==> config.mk <==
export PLATFORM = sky130hd
export DESIGN_NAME = ogm_ram
export DESIGN_NICKNAME = d
export VERILOG_FILES = /design/src/hdl/ogm_ram.sv
export SDC_FILE = /design/constraint.sdc
export NUM_CORES = 2
export LEC_CHECK = 0
export ABC_AREA = 1
export BUFFER_PORTS_ARGS = -buffer_cell sky130_fd_sc_hd__buf_4
export CAP_MARGIN = 10
export CELL_PAD_IN_SITES_DETAIL_PLACEMENT = 0
export CELL_PAD_IN_SITES_GLOBAL_PLACEMENT = 2
export CORE_ASPECT_RATIO = 0.6
export CORE_MARGIN = 2
export CORE_UTILIZATION = 39
export CTS_BUF_LIST = sky130_fd_sc_hd__clkbuf_4
export DETAILED_ROUTE_END_ITERATION = 10
export PLACE_DENSITY_LB_ADDON = 0.1
export SETUP_SLACK_MARGIN = 0.1
export SLEW_MARGIN = 10
export SYNTH_ARGS = -nofsm -noshare
export SYNTH_HDL_FRONTEND = slang
export SYNTH_SLANG_ARGS = --single-unit
==> constraint.sdc <==
create_clock -name clk -period 1.9 [get_ports clk]
set_input_delay 0.38 -clock clk [delete_from_list [all_inputs] [get_ports clk]]
set_output_delay 0.38 -clock clk [all_outputs]
set_load 0.01 [all_outputs]
==> src/hdl/ogm_ram.sv <==
module ogm_ram #(
    parameter int WIDTH = 1,
    parameter int DEPTH = 1584
) (
    input  logic                     clk,
    input  logic                     we,
    input  logic [$clog2(DEPTH)-1:0] waddr,
    input  logic [WIDTH-1:0]         wdata,
    input  logic [$clog2(DEPTH)-1:0] raddr,
    output logic [WIDTH-1:0]         rdata
);

    logic [WIDTH-1:0] mem [DEPTH];
    logic [WIDTH-1:0] rdata_reg;

    always_ff @(posedge clk)
    begin
        if (we)
        begin
            mem[waddr] <= wdata;
        end
        rdata_reg <= mem[raddr];
    end

    assign rdata = rdata_reg;

endmodule

After elaboration in Yosys (flattened, before gate mapping)
Memory sizes are Yosys's and may differ from the RTL's. A register that Yosys moved wholly into a read port is not among the register bits. Cells that the tools add are included.

Multiplexer cells: 2.

Operators with widths (count): $mux W1 (2).

Input port bits: 25. Bits in writable memories: 1584. Word-level logic and storage cells: 3. Register bits after elaboration: 0. Output and inout bits: 1. Memories: 1.

Memories: mem (words 1584, width 1, read ports 1, clocked after Yosys merged registers in 1, wr ports 1, RTL line 13) `logic [WIDTH-1:0] mem [DEPTH];`.

Depth between registers and ports, before layout
Depth after elaboration: 2. Gate-level depth with buffers: 18. Mapped depth without buffers: 15.

Least setup slack after synthesis
Ideal clock, no wire load.

Path type: input -> register. Start point: input raddr[0]. End point: register rdata_reg, in the netlist rdata, read port of mem. Setup slack: 0.029 ns. Path buffers: 4. Arrival: 1.759 ns. Library setup time: 0.112 ns. Cell stages on the path: 13. Data required time: 1.788 ns. Cells stage by stage: buf_4 > inv_4 > buf_4 > buf_6 > buf_2 > o21ai_0 > o221ai_1 > o211ai_1 > a21oi_1 > o31ai_1 > nand2_1 > nand2_1 > nand2_1.

RTL lines: from (decl) (RTL line 9) `input logic [$clog2(DEPTH)-1:0] raddr,`; to (decl) (RTL line 14) `logic [WIDTH-1:0] rdata_reg;`.

Worst setup path in the final report
Start point: register rdata_reg, in the netlist rdata, read port of mem. End point: output rdata.

RTL lines: to (decl) (RTL line 10) `output logic [WIDTH-1:0] rdata`.

No word-level cell between the ends.

==> impl_metrics.ini <==
[timing]
relSlewSlack_pct = 54.4
fin_crit_ps = 2030
skew_ps = 52.1
setup_ws_ps = -134
hold_viol_final = 0
rsz0062_at_grt = yes
post-route-period-util_pct = 107
fmax_mhz = 492
finalSetupViolations = 1
setup_tns_ps = -134
slew_viol_final = 0
worst_slew_pin_slew_ps = 679

[detailed_routing]
drcViolationCount = 0
dr.pass1.iters = 6
wirelength_mm = 269
ant_nets = 0
drt_iter0_drc = 6187
viasPerCell = 5.50
num_vias = 56200
drt-wirelength-per-cell_um = 26.3

[logic_synthesis]
yosys.area.top_type = edfxtp_1
ys_warn_count = 0
synth_fa_ha_area_share_pct = 0
synth_compound_area_share_pct = 0.380
syn_nets = 7207
synth_edf_count = 1584
synth_top_cells_by_area = edfxtp_1, nand3_1, nand2_1
yosys.area.top_type_share_pct = 66.9
async_flop_share_pct = 0
yosysMostFrequentCell = nand2_1
muxShareOfSynthArea_pct = 0
syn_area_per_cell_um2 = 9.91
synth_top_family_by_area = simple AND/OR/NAND/NOR gates
synth_ff_type = edfxtp_1
synth_area_um2 = 71200
yosys.area_share.simple_pct = 28.3
synth_xor_area_share_pct = 0
ys_seq_area_share_pct = 66.9
yosys.cell_types.count = 23
synth_commonest_cells = nand2_1, nor2_1, edfxtp_1, nand3_1, clkbuf_1
ys_ff_latch = 1585
synth_cells = 7182

[final_layout]
layout.nets = 7610
largest_register_ff_count = 1584
fillers = 17400
drive_gt1_share_pct = 16.7
area_growth_pct = 18.8

[worst_setup_path]
crit_family = flip-flops
reg2reg_slack_ps = 30
path_max_fanout = 1
path_buf_inv = 1
slowest_stage = dfxtp_2
crit_path_start_kind = register
path_cells = buf_6
critical_path_class = reg -> out
cp_data_arrival_time_ps = 1650
end_kind = output pin
crit_required_ps = 1520
cp_slowest_stage_delay_ps = 350

[place]
dp_worst_setup_slack_ps = -922
hpwlAfterDp_mm = 157
gp_congestion = 0.827
portBuffers = 25

[pwr]
powerDensity_nw_per_um2 = 867
intPower_mw = 54.9
pwr-share-seq_pct = 52.4
leakagePower_nw = 29.4
p_total_mw = 73.3
p_sw_mw = 18.4
pwr-share-clk_pct = 39.2
comb_power_share_pct = 8.3
switching_share_pct = 25.1
ir_worst_vdd_mv = 0.423

[die]
die_h_um = 335
dieArea_um2 = 186000
core-area_um2 = 181000
top_level_ports = 26
start_util_pct = 39.2
fp-row-count = 121
chipWidth_um = 555

[run_status]
violations = negative setup slack
outcome = complete, but fails checks

[cts]
clk_pin_slew_worst_paths_ps = 60
htreeDepth = 5
cts.sinks = 1585
postCtsSetupRepairBufs = 0
numCtsBuffers = 394
cts-root-buf = clkbuf_4
cts_tree = done
clock_latency_ps = 1230
cts_buffer_depth = 4

[global_route]
met3_usage_pct = 4.53
gr-max-usage-layer = met2
grt.total_usage_pct = 28.6
use_met2_pct = 43.3
grt_pass1_wl_mm = 386
gr-total-overflow = 0
antenna_found_initial = 18
grt_max_degree = 103
grt_pass1_vias = 53300
met1_usage_pct = 43.0

[flow_run]
cap_violations = 0

[worst_hold_path]
hp-class = in -> reg
## final cells by class
type                    count  area (µm²)  share of cell area (%)
diodes                      3        7.51                 0.00888
clock buffers             561        4210                    4.98
clock inverters            75         509                   0.602
inverters                  58         264                   0.312
multi-input cells        4889       20900                    24.7
flip-flops and latches   1585       47600                    56.3
well taps                2398        3000                    3.55
repair buffers            657        8080                    9.55
## per-layer routing
| layer | vias up | wire, µm |
|---|---|---|
| met1 | 28300 | 125000 |
| li1 | 25400 | - |
| met2 | 2236 | 118000 |
| met4 | 0 | 5160 |
| met3 | 341 | 20100 |
| met5 | - | 0 |
## through the flow
stage / cell area, µm² / hold slack, ps / instances / util (%)
2_1_floorplan: 71300 / 479 / 7182 / -
3_3_place_gp: 79400 / 688 / 9567 / 43.8
3_5_place_dp: 79400 / 666 / 9567 / 43.8
4_1_cts: 84500 / 45.5 / 10200 / 46.6
5_1_grt: 84600 / 103 / 10200 / 46.6
6_report: 84600 / 130 / 10200 / 46.6
## timing repair
action                                   CTS  global route
gates resized for setup                   31            25
hold buffers                              23             0
pin swaps                                  5             8
hold endpoints to repair                2756             0
endpoints found under the setup margin     2           152
## cells by family (layout without fill, tap and decap cells)
kind of cell / count (synthesis) / after routing
flops: 1585 / 1585
compound gates: 46 / 46
simple gates: 4843 / 4843
buf+inv: 708 / 1351
other cells: 0 / 3
## cell usage in the layout, fill, tap and decap left out, types with 5 or more instances in the layout
cell | netlist | layout
buf_12 | 0 | 244
buf_4 | 30 | 386
bufinv_16 | 0 | 8
clkbuf_4 | 0 | 561
clkinv_1 | 0 | 55
clkinv_2 | 0 | 9
dlygate4sd3_1 | 0 | 20
edfxtp_1 | 1584 | 1584
inv_1 | 53 | 52
nand2_1 | 1653 | 1616
nand2_4 | 0 | 34
nand3_1 | 1526 | 1494
nand3_2 | 0 | 30
nor2_1 | 1646 | 1641
nor3_1 | 14 | 9
nor3_2 | 3 | 8
o21ai_0 | 20 | 15
o21ai_1 | 7 | 11
o221ai_1 | 5 | 5
o22ai_1 | 7 | 6
## path summary, 6_finish.rpt
kind,startpoint,end,depth (start not counted)
setup / recovery,rdata$_DFF_P_,rdata,1
hold / removal,waddr[0],mem[920]$_DFFE_PP_,7
setup reg to reg,mem[1573]$_DFFE_PP_,rdata$_DFF_P_,12
hold reg to reg,mem[304]$_DFFE_PP_,rdata$_DFF_P_,14
## power by group through the flow
stage / clock network, mW / registers (mW) / logic [mW]
after CTS: 29.4 / 38.4 / 6.07
after global routing: 31.1 / 38.4 / 6.52
after floorplan: 0 / 39.2 / 2.57
after global placement: 0 / 39.2 / 5.99
final: 28.8 / 38.4 / 6.11
after detailed placement: 0 / 39.2 / 5.98
(Power assumes the default switching activity.)
