File: config.mk
export PLATFORM = sky130hd
export DESIGN_NAME = ogm_div
export DESIGN_NICKNAME = d
export VERILOG_FILES = /design/src/hdl/ogm_pkg.sv /design/src/hdl/ogm_div.sv
export SDC_FILE = /design/constraint.sdc
export NUM_CORES = 1
export LEC_CHECK = 0
export BUFFER_PORTS_ARGS = -buffer_cell sky130_fd_sc_hd__buf_2
export CAP_MARGIN = 5
export CORE_UTILIZATION = 25
export CTS_CLUSTER_DIAMETER = 200
export CTS_CLUSTER_SIZE = 40
export DETAILED_ROUTE_END_ITERATION = 16
export PLACE_DENSITY = 0.52
export SLEW_MARGIN = 10
export SYNTH_ARGS = -nofsm -noshare
export SYNTH_HDL_FRONTEND = slang
export SYNTH_SLANG_ARGS = --single-unit
File: constraint.sdc
create_clock -name clk -period 6.4 [get_ports clk]
set_input_delay 0.64 -clock clk [delete_from_list [all_inputs] [get_ports clk]]
set_output_delay 0.64 -clock clk [all_outputs]
set_load 0.05 [all_outputs]
File: src/hdl/ogm_pkg.sv
package ogm_pkg;

    typedef enum logic [3:0] {
        ST_CLEAR,
        ST_IDLE,
        ST_ROT,
        ST_MUL,
        ST_SUM,
        ST_PREP,
        ST_DIV,
        ST_CHECK,
        ST_RD,
        ST_WB,
        ST_DONE
    } ogm_state_t;

    localparam logic [2:0] REG_START_ANGLE   = 3'd0;
    localparam logic [2:0] REG_ANGLE_STEP    = 3'd1;
    localparam logic [2:0] REG_HEADING_ANGLE = 3'd2;
    localparam logic [2:0] REG_ROBOT_ROW     = 3'd3;
    localparam logic [2:0] REG_ROBOT_COL     = 3'd4;
    localparam logic [2:0] REG_CELL_SIZE_MM  = 3'd5;

    localparam int NUM_W = 26;
    localparam int DEN_W = 16;

    localparam logic signed [32:0] CORDIC_X0 = 33'sd652032874;

    function automatic logic [29:0] ogm_atan(input logic [4:0] i);
        logic [29:0] v;
        case (i)
            5'd0:  v = 30'd536870912;
            5'd1:  v = 30'd316933406;
            5'd2:  v = 30'd167458907;
            5'd3:  v = 30'd85004756;
            5'd4:  v = 30'd42667331;
            5'd5:  v = 30'd21354465;
            5'd6:  v = 30'd10679838;
            5'd7:  v = 30'd5340245;
            5'd8:  v = 30'd2670163;
            5'd9:  v = 30'd1335087;
            5'd10: v = 30'd667544;
            5'd11: v = 30'd333772;
            5'd12: v = 30'd166886;
            5'd13: v = 30'd83443;
            5'd14: v = 30'd41722;
            5'd15: v = 30'd20861;
            5'd16: v = 30'd10430;
            5'd17: v = 30'd5215;
            5'd18: v = 30'd2608;
            5'd19: v = 30'd1304;
            5'd20: v = 30'd652;
            5'd21: v = 30'd326;
            5'd22: v = 30'd163;
            5'd23: v = 30'd81;
            default: v = 30'd0;
        endcase
        return v;
    endfunction

endpackage

File: src/hdl/ogm_div.sv
module ogm_div
    import ogm_pkg::*;
(
    input  logic             clk,
    input  logic             rst_n,
    input  logic             start,
    input  logic [NUM_W-1:0] num,
    input  logic [DEN_W-1:0] den,
    output logic             done,
    output logic [NUM_W-1:0] quo
);

    localparam int CNT_W = $clog2(NUM_W);

    logic             busy_reg;
    logic             done_reg;
    logic [CNT_W-1:0] cnt_reg;
    logic [NUM_W-1:0] acc_reg;
    logic [DEN_W-1:0] rem_reg;
    logic [DEN_W-1:0] den_reg;
    logic [DEN_W:0]   trial;
    logic             fits;

    assign trial = {rem_reg, acc_reg[NUM_W-1]};
    assign fits  = trial >= {1'b0, den_reg};

    always_ff @(posedge clk or negedge rst_n)
    begin
        if (!rst_n)
        begin
            busy_reg <= 1'b0;
            done_reg <= 1'b0;
            cnt_reg  <= '0;
        end
        else
        begin
            done_reg <= 1'b0;
            if (start)
            begin
                busy_reg <= 1'b1;
                cnt_reg  <= '0;
            end
            else if (busy_reg)
            begin
                if (cnt_reg == CNT_W'(NUM_W - 1))
                begin
                    busy_reg <= 1'b0;
                    done_reg <= 1'b1;
                end
                cnt_reg <= cnt_reg + 1'b1;
            end
        end
    end

    always_ff @(posedge clk)
    begin
        if (start)
        begin
            acc_reg <= num;
            rem_reg <= '0;
            den_reg <= den;
        end
        else if (busy_reg)
        begin
            acc_reg <= {acc_reg[NUM_W-2:0], fits};
            rem_reg <= fits ? DEN_W'(trial - {1'b0, den_reg}) : trial[DEN_W-1:0];
        end
    end

    assign done = done_reg;
    assign quo  = acc_reg;

endmodule
Yosys cells after proc, flatten, opt, wreduce, memory -nomap -nowiden:

Cells that the tools add are included.

* register bits after elaboration: 65
* output and inout port bits: 27
* ROM bits: 0
* input port bits: 45
* latch bits: 0
* memories kept: 0
* logic and storage cells: 22
* memory bits (writable): 0

* multiply operators: 0
* bitwise logic cells: 0
* shift-type cells: 0
* divide/modulo/power cells: 0
* equality and inequality tests: 1
* add/subtract/negate cells: 2
* reduce and logical (&&, ||, !) cells: 1
* magnitude comparators: 1
* multiplexer cells: 11

Operators with widths (number)
* 26-bit 2-to-1 mux: 2
* 17-bit by 16-bit >= comparator with 1-bit output: 1
* 16-bit 2-to-1 mux: 1
* 16-bit subtractor: 1
* 5-bit 2-to-1 mux: 2
* 1-bit 2-to-1 mux: 6
* 5-bit by 1-bit adder with 5-bit output, second input constant: 1
* 5-bit equality test, second input constant: 1
* 2-bit nonzero test: 1

Logic depth before layout (Yosys ltp):

* depth after elaboration: 4
* depth in mapped cells: 10
* gate-level depth less buffers: 9

Worst setup path before layout:

Ideal clock, no wire load.

* path type: register to register
* start point: reg acc_reg[25] (netlist: quo[25])
* end point: reg rem_reg[14]
* required time: 6341 ps
* cell stages (with the launch flop): 10
* arrival time: 2478 ps
* setup slack: 3863 ps
* path buffers: 0
* setup time: 59 ps
* cell sequence: edfxtp_1 inv_1 ha_1 fa_1 nor2b_4 o31a_1 o31ai_1 a221o_1 o31ai_1 a22o_1

* cells in the longest elaborated chain, start to end: 2
* elaborated cells on any way between the ends: 3
* those cells by class: 1 x add/sub; 1 x order compare; 1 x mux

Ends and longest elaborated chain
* from (decl): RTL line ogm_div.sv:18 `logic [NUM_W-1:0] acc_reg;`
* from (signal assigned): RTL line ogm_div.sv:59 `acc_reg <= num;`
* from (signal assigned): RTL line ogm_div.sv:65 `acc_reg <= {acc_reg[NUM_W-2:0], fits};`
* 16-bit subtractor or 17-bit by 16-bit >= comparator with 1-bit output (tied branches): RTL line ogm_div.sv:66, ogm_div.sv:25
* 16-bit 2-to-1 mux (*): RTL line ogm_div.sv:66 `rem_reg <= fits ? DEN_W'(trial - {1'b0, den_reg}) : trial[DEN_W-1:0];`
* to (signal assigned): RTL line ogm_div.sv:66
* to (decl): RTL line ogm_div.sv:19 `logic [DEN_W-1:0] rem_reg;`

Mark *: on every way between the ends. The rest lies on a longest branch, timed or not.
A chain may end at the register's enable or synchronous reset.

Worst setup path after layout:

* start point: reg den_reg[14]
* end point: reg rem_reg[0]

* cells in the longest elaborated chain, start to end: 2

Ends and longest elaborated chain
* from (decl): RTL line ogm_div.sv:20 `logic [DEN_W-1:0] den_reg;`
* from (signal assigned): RTL line ogm_div.sv:61 `den_reg <= den;`
* 17-bit by 16-bit >= comparator with 1-bit output: RTL line ogm_div.sv:25 `assign fits = trial >= {1'b0, den_reg};`
* 16-bit 2-to-1 mux: RTL line ogm_div.sv:66

Every way passes these cells.

==> metrics.md <==
| Metric | Value |
|---|---|
| Status | complete, no violations |
| R2r startpoint | den_reg[14] |
| RSZ-0062 raised after global routing | false |
| Count of flip-flops with a built-in enable after synthesis | between 40 and 50 |
| Clock Pin Slew Worst Setup and Hold Paths | 0.06 ns |
| Mapped Cells | 325 |
| Post-place setup slack | approximately 3.8 ns |
| Internal Power | 0.8065 mW |
| Clock power share | 0.394 |
| Multi-input gate area | roughly 1700 sq um |
| Met3 Wirelength | 411 um |
| CTS max path bufs | 2 |
| Hold_ws | 0.1402 ns |
| I/O pin cnt | 72 |
| Reg2Reg Depth | 8 |
| Die width | 122.7 um |
| Worst EP arrival | 2.88 ns |
| Initial DRC count | between 100 and 150 |
| Minimum clock period | 2.629 ns |
| Initial Utilization | 0.2593 |
| Psw | 0.3205 mW |
| Post-CTS Hold Buffers | 0 |
| DRC | 0 |
| Drt via density | between 4 and 5 |
| Slew HR | 0.2849 |
| TritonCTS clock tree | built |
| Die span in y | 122.7 um |
| Largest cells by area after synthesis | edfxtp_1, dfxtp_1, mux2_2 |
| Worst vdd ir | 0.1040 mV |
| Synth Flop Type | edfxtp_1 |
| Global route overflow | 0 |
| Fillers | 1,466 |
| All-layer global routing usage | 0.1195 |
| ANT cells | 0 |
| Crit start category | flip-flop |
| Drt first pass iters | 4 |
| Most frequent cells in the layout | buf_2, edfxtp_1, mux2_2, nor2_1, inv_1 |
| Max-slew violation count | 0 |
| Post-Route Setup TNS | 0 ns |
| Crit end category | flip-flop |
| Syn avg cell area | 11.20 sq um |
| R2r setup slk | between 3 and 4 ns |
| Leak Pwr | 1.911 nW |
| Die ar. | 15,050 sq um |
| Placed cells | 565 |
| Largest area contributor in the netlist | edfxtp_1 |
| Clk_lat worst skew | around 0.33 ns |
| Worst clock skew | 0.005755 ns |
| Top delay family on crit path | compound AO/OA/AOI/OAI gates |
| Finished Layout Cells | roughly 580 |
| Share of cells above drive strength 1 | 0.3167 |
| Highest-delay cell along the critical path | a31o_1 |
| Combinational Power Share | 0.168 |
| Core ar. | between 10,000 and 15,000 sq um |
| Synth Cell Area | 3641 sq um |
| Setup repair bufs after CTS | 0 |
| Post-synthesis sequential area ratio | 0.4825 |
| CTS Buf Count | 9 |
| Worst Hold Class | primary input to async pin |
| Number of gates resized after CTS | 0 |
| Pwr Total | 1.127 mW |
| Switching Share | 0.2844 |
| Seq cells post-synth | 65 |
| Detailed Route WL | between 8000 and 9000 um |
| Final Hold Vio Count | 0 |
| Htree depth | 3 |
| RR Endpoint | rem_reg[0] |
| Ys async rst share | 0.1077 |
| Post-synth top area share | 0.3464 |
| Final Setup Violations | 0 |
| Largest register FFs | 26 |
| Area grow syn2layout | 21.89% |
| Tcrit/Tclk final | 0.4108 |
| Synthesis Warnings | 0 |
| CP Max Fanout | 10 |
| Vias | 2,764 |
| Yosys cell types | 64 |
| Worst Path Required | ~6.7 ns |
| DR WL met2 | 4039 um |
| Max-cap violations | 0 |
| Post-Syn Nets | 389 |
| Port bufs | 71 |
| Antenna viol nets, final | 0 |
| Seq pwr share | 0.438 |
| DP HPWL | approximately 6100 um |
| Initial antenna violation count | 0 |
| Largest net degree at the start of global routing | 59 |
| Clock root buffer | clkbuf_16 |
| Worst-path cell chain | inv_1, ha_1, a21o_1, a211o_1, a41oi_1, a31o_1, mux2_4, a211oi_2 |
| Core Rows | 43 |
| Global-route wire length before repair | 13,850 um |
| Max Freq | 380.4 MHz |
| Routability Congestion | 0.8214 |
| Most common cell after layout, fill and taps aside | buf_2 |
| Max stage delay on crit path | 0.42 ns |
| CP bufs+invs | 1 |
| DR WL/cell | roughly 14 um |
| Measured slew at the worst slew-check pin | between 1 and 1.5 ns |
| Final-stage net count | 460 |
| Clock Sink Count | 65 |
| Sequential Area | 1757 sq um |
| Critical setup path kind | flip-flop to flip-flop |
| Min setup slack post-route | approximately 3.8 ns |
| Highest metal used | met4 |
| Routed met1 length | 3741 um |
| Pwr dens | 253.9 nW/um^2 |
| Number of global-route vias before repair | 2,872 |
power by group through the flow:
stage          logic [mW]  registers, mW  clock network, mW
6_report            0.190          0.493              0.444
5_1_grt             0.207          0.497              0.473
4_1_cts             0.192          0.494              0.458
3_5_place_dp        0.191          0.502                  0
3_3_place_gp        0.190          0.501                  0
2_1_floorplan      0.0817          0.559                  0
cell type report:
| class | instances | area share |
|---|---|---|
| multi-input cells | 223 | 0.3885 |
| repair buffers | 73 | 0.08345 |
| clock buffers | 9 | 0.05075 |
| inverters | 24 | 0.02030 |
| clock inverters | 7 | 0.01043 |
| flip-flops and latches | 65 | 0.3958 |
| well taps | 180 | 0.05075 |
through the flow:
stage,util,cell area [sq um]
3_3_place_gp,0.2967,4167
4_1_cts,0.3160,4438
2_1_floorplan,-,3641
3_5_place_dp,0.2967,4167
6_report,0.3160,4438
5_1_grt,0.3160,4438
how the worst max path moves through the flow:
stage                       end  cells after the start        start
global route         rem_reg[0]                      7   rem_reg[7]
global placement     rem_reg[0]                      8  den_reg[14]
CTS                  rem_reg[0]                      8  den_reg[14]
detailed placement   rem_reg[0]                      8  den_reg[14]
floorplan           rem_reg[14]                      9      quo[25]
finish               rem_reg[0]                      8  den_reg[14]
worst register-to-register path, delay by kind of cell (launching register included):
kind,cells,cell delay (ns)
AO/OA/AOI/OAI,5,1.49
multiplexers,1,0.34
flip-flops,1,0.33
adder cells (fa/ha/maj),1,0.33
buffers and inverters,1,0.04
cell usage after synthesis, types with 2 or more instances:
cell	count
edfxtp_1	42
mux2_2	26
nor2_1	26
inv_1	24
nand2_1	20
ha_1	18
a21oi_1	16
dfxtp_1	16
o21ai_0	13
clkbuf_1	8
dfrtp_1	7
nor3_1	6
a211oi_1	5
mux2i_1	5
a21o_1	4
nand3_1	4
nor4_1	4
o211a_1	4
xnor2_1	4
xor2_1	4
and3_4	3
nand2b_1	3
o21a_1	3
o31ai_1	3
a211o_1	2
a21boi_0	2
a221o_1	2
a22o_1	2
a311o_1	2
a311oi_1	2
a311oi_2	2
a31o_1	2
a31oi_4	2
buf_2	2
buf_6	2
nand4_1	2
o21ai_1	2
o21bai_1	2
o31a_1	2
o41ai_1	2
or3_1	2
cell families (layout without fill, tap and decap cells):
| logic type | after synthesis | after routing | synth area share |
|---|---|---|---|
| adders and majority gates | 19 | 19 | 0.06736 |
| DFF | 65 | 65 | 0.4825 |
| buffers and inverters | 37 | 113 | 0.04399 |
| and+or+nand+nor | 79 | 79 | 0.1100 |
| AOI/OAI and AO/OA | 85 | 85 | 0.1787 |
| xor gates and xnor gates | 8 | 8 | 0.01924 |
| muxes | 32 | 32 | 0.09828 |
per-layer routing:
layer | global-route usage | vias up
met5 | 0 | -
met4 | 0.06250 | 0
met3 | 0.02509 | 13
met2 | 0.1917 | 63
met1 | 0.1503 | 1322
li1 | - | 1366
Power figures use the tool's default switching activity.
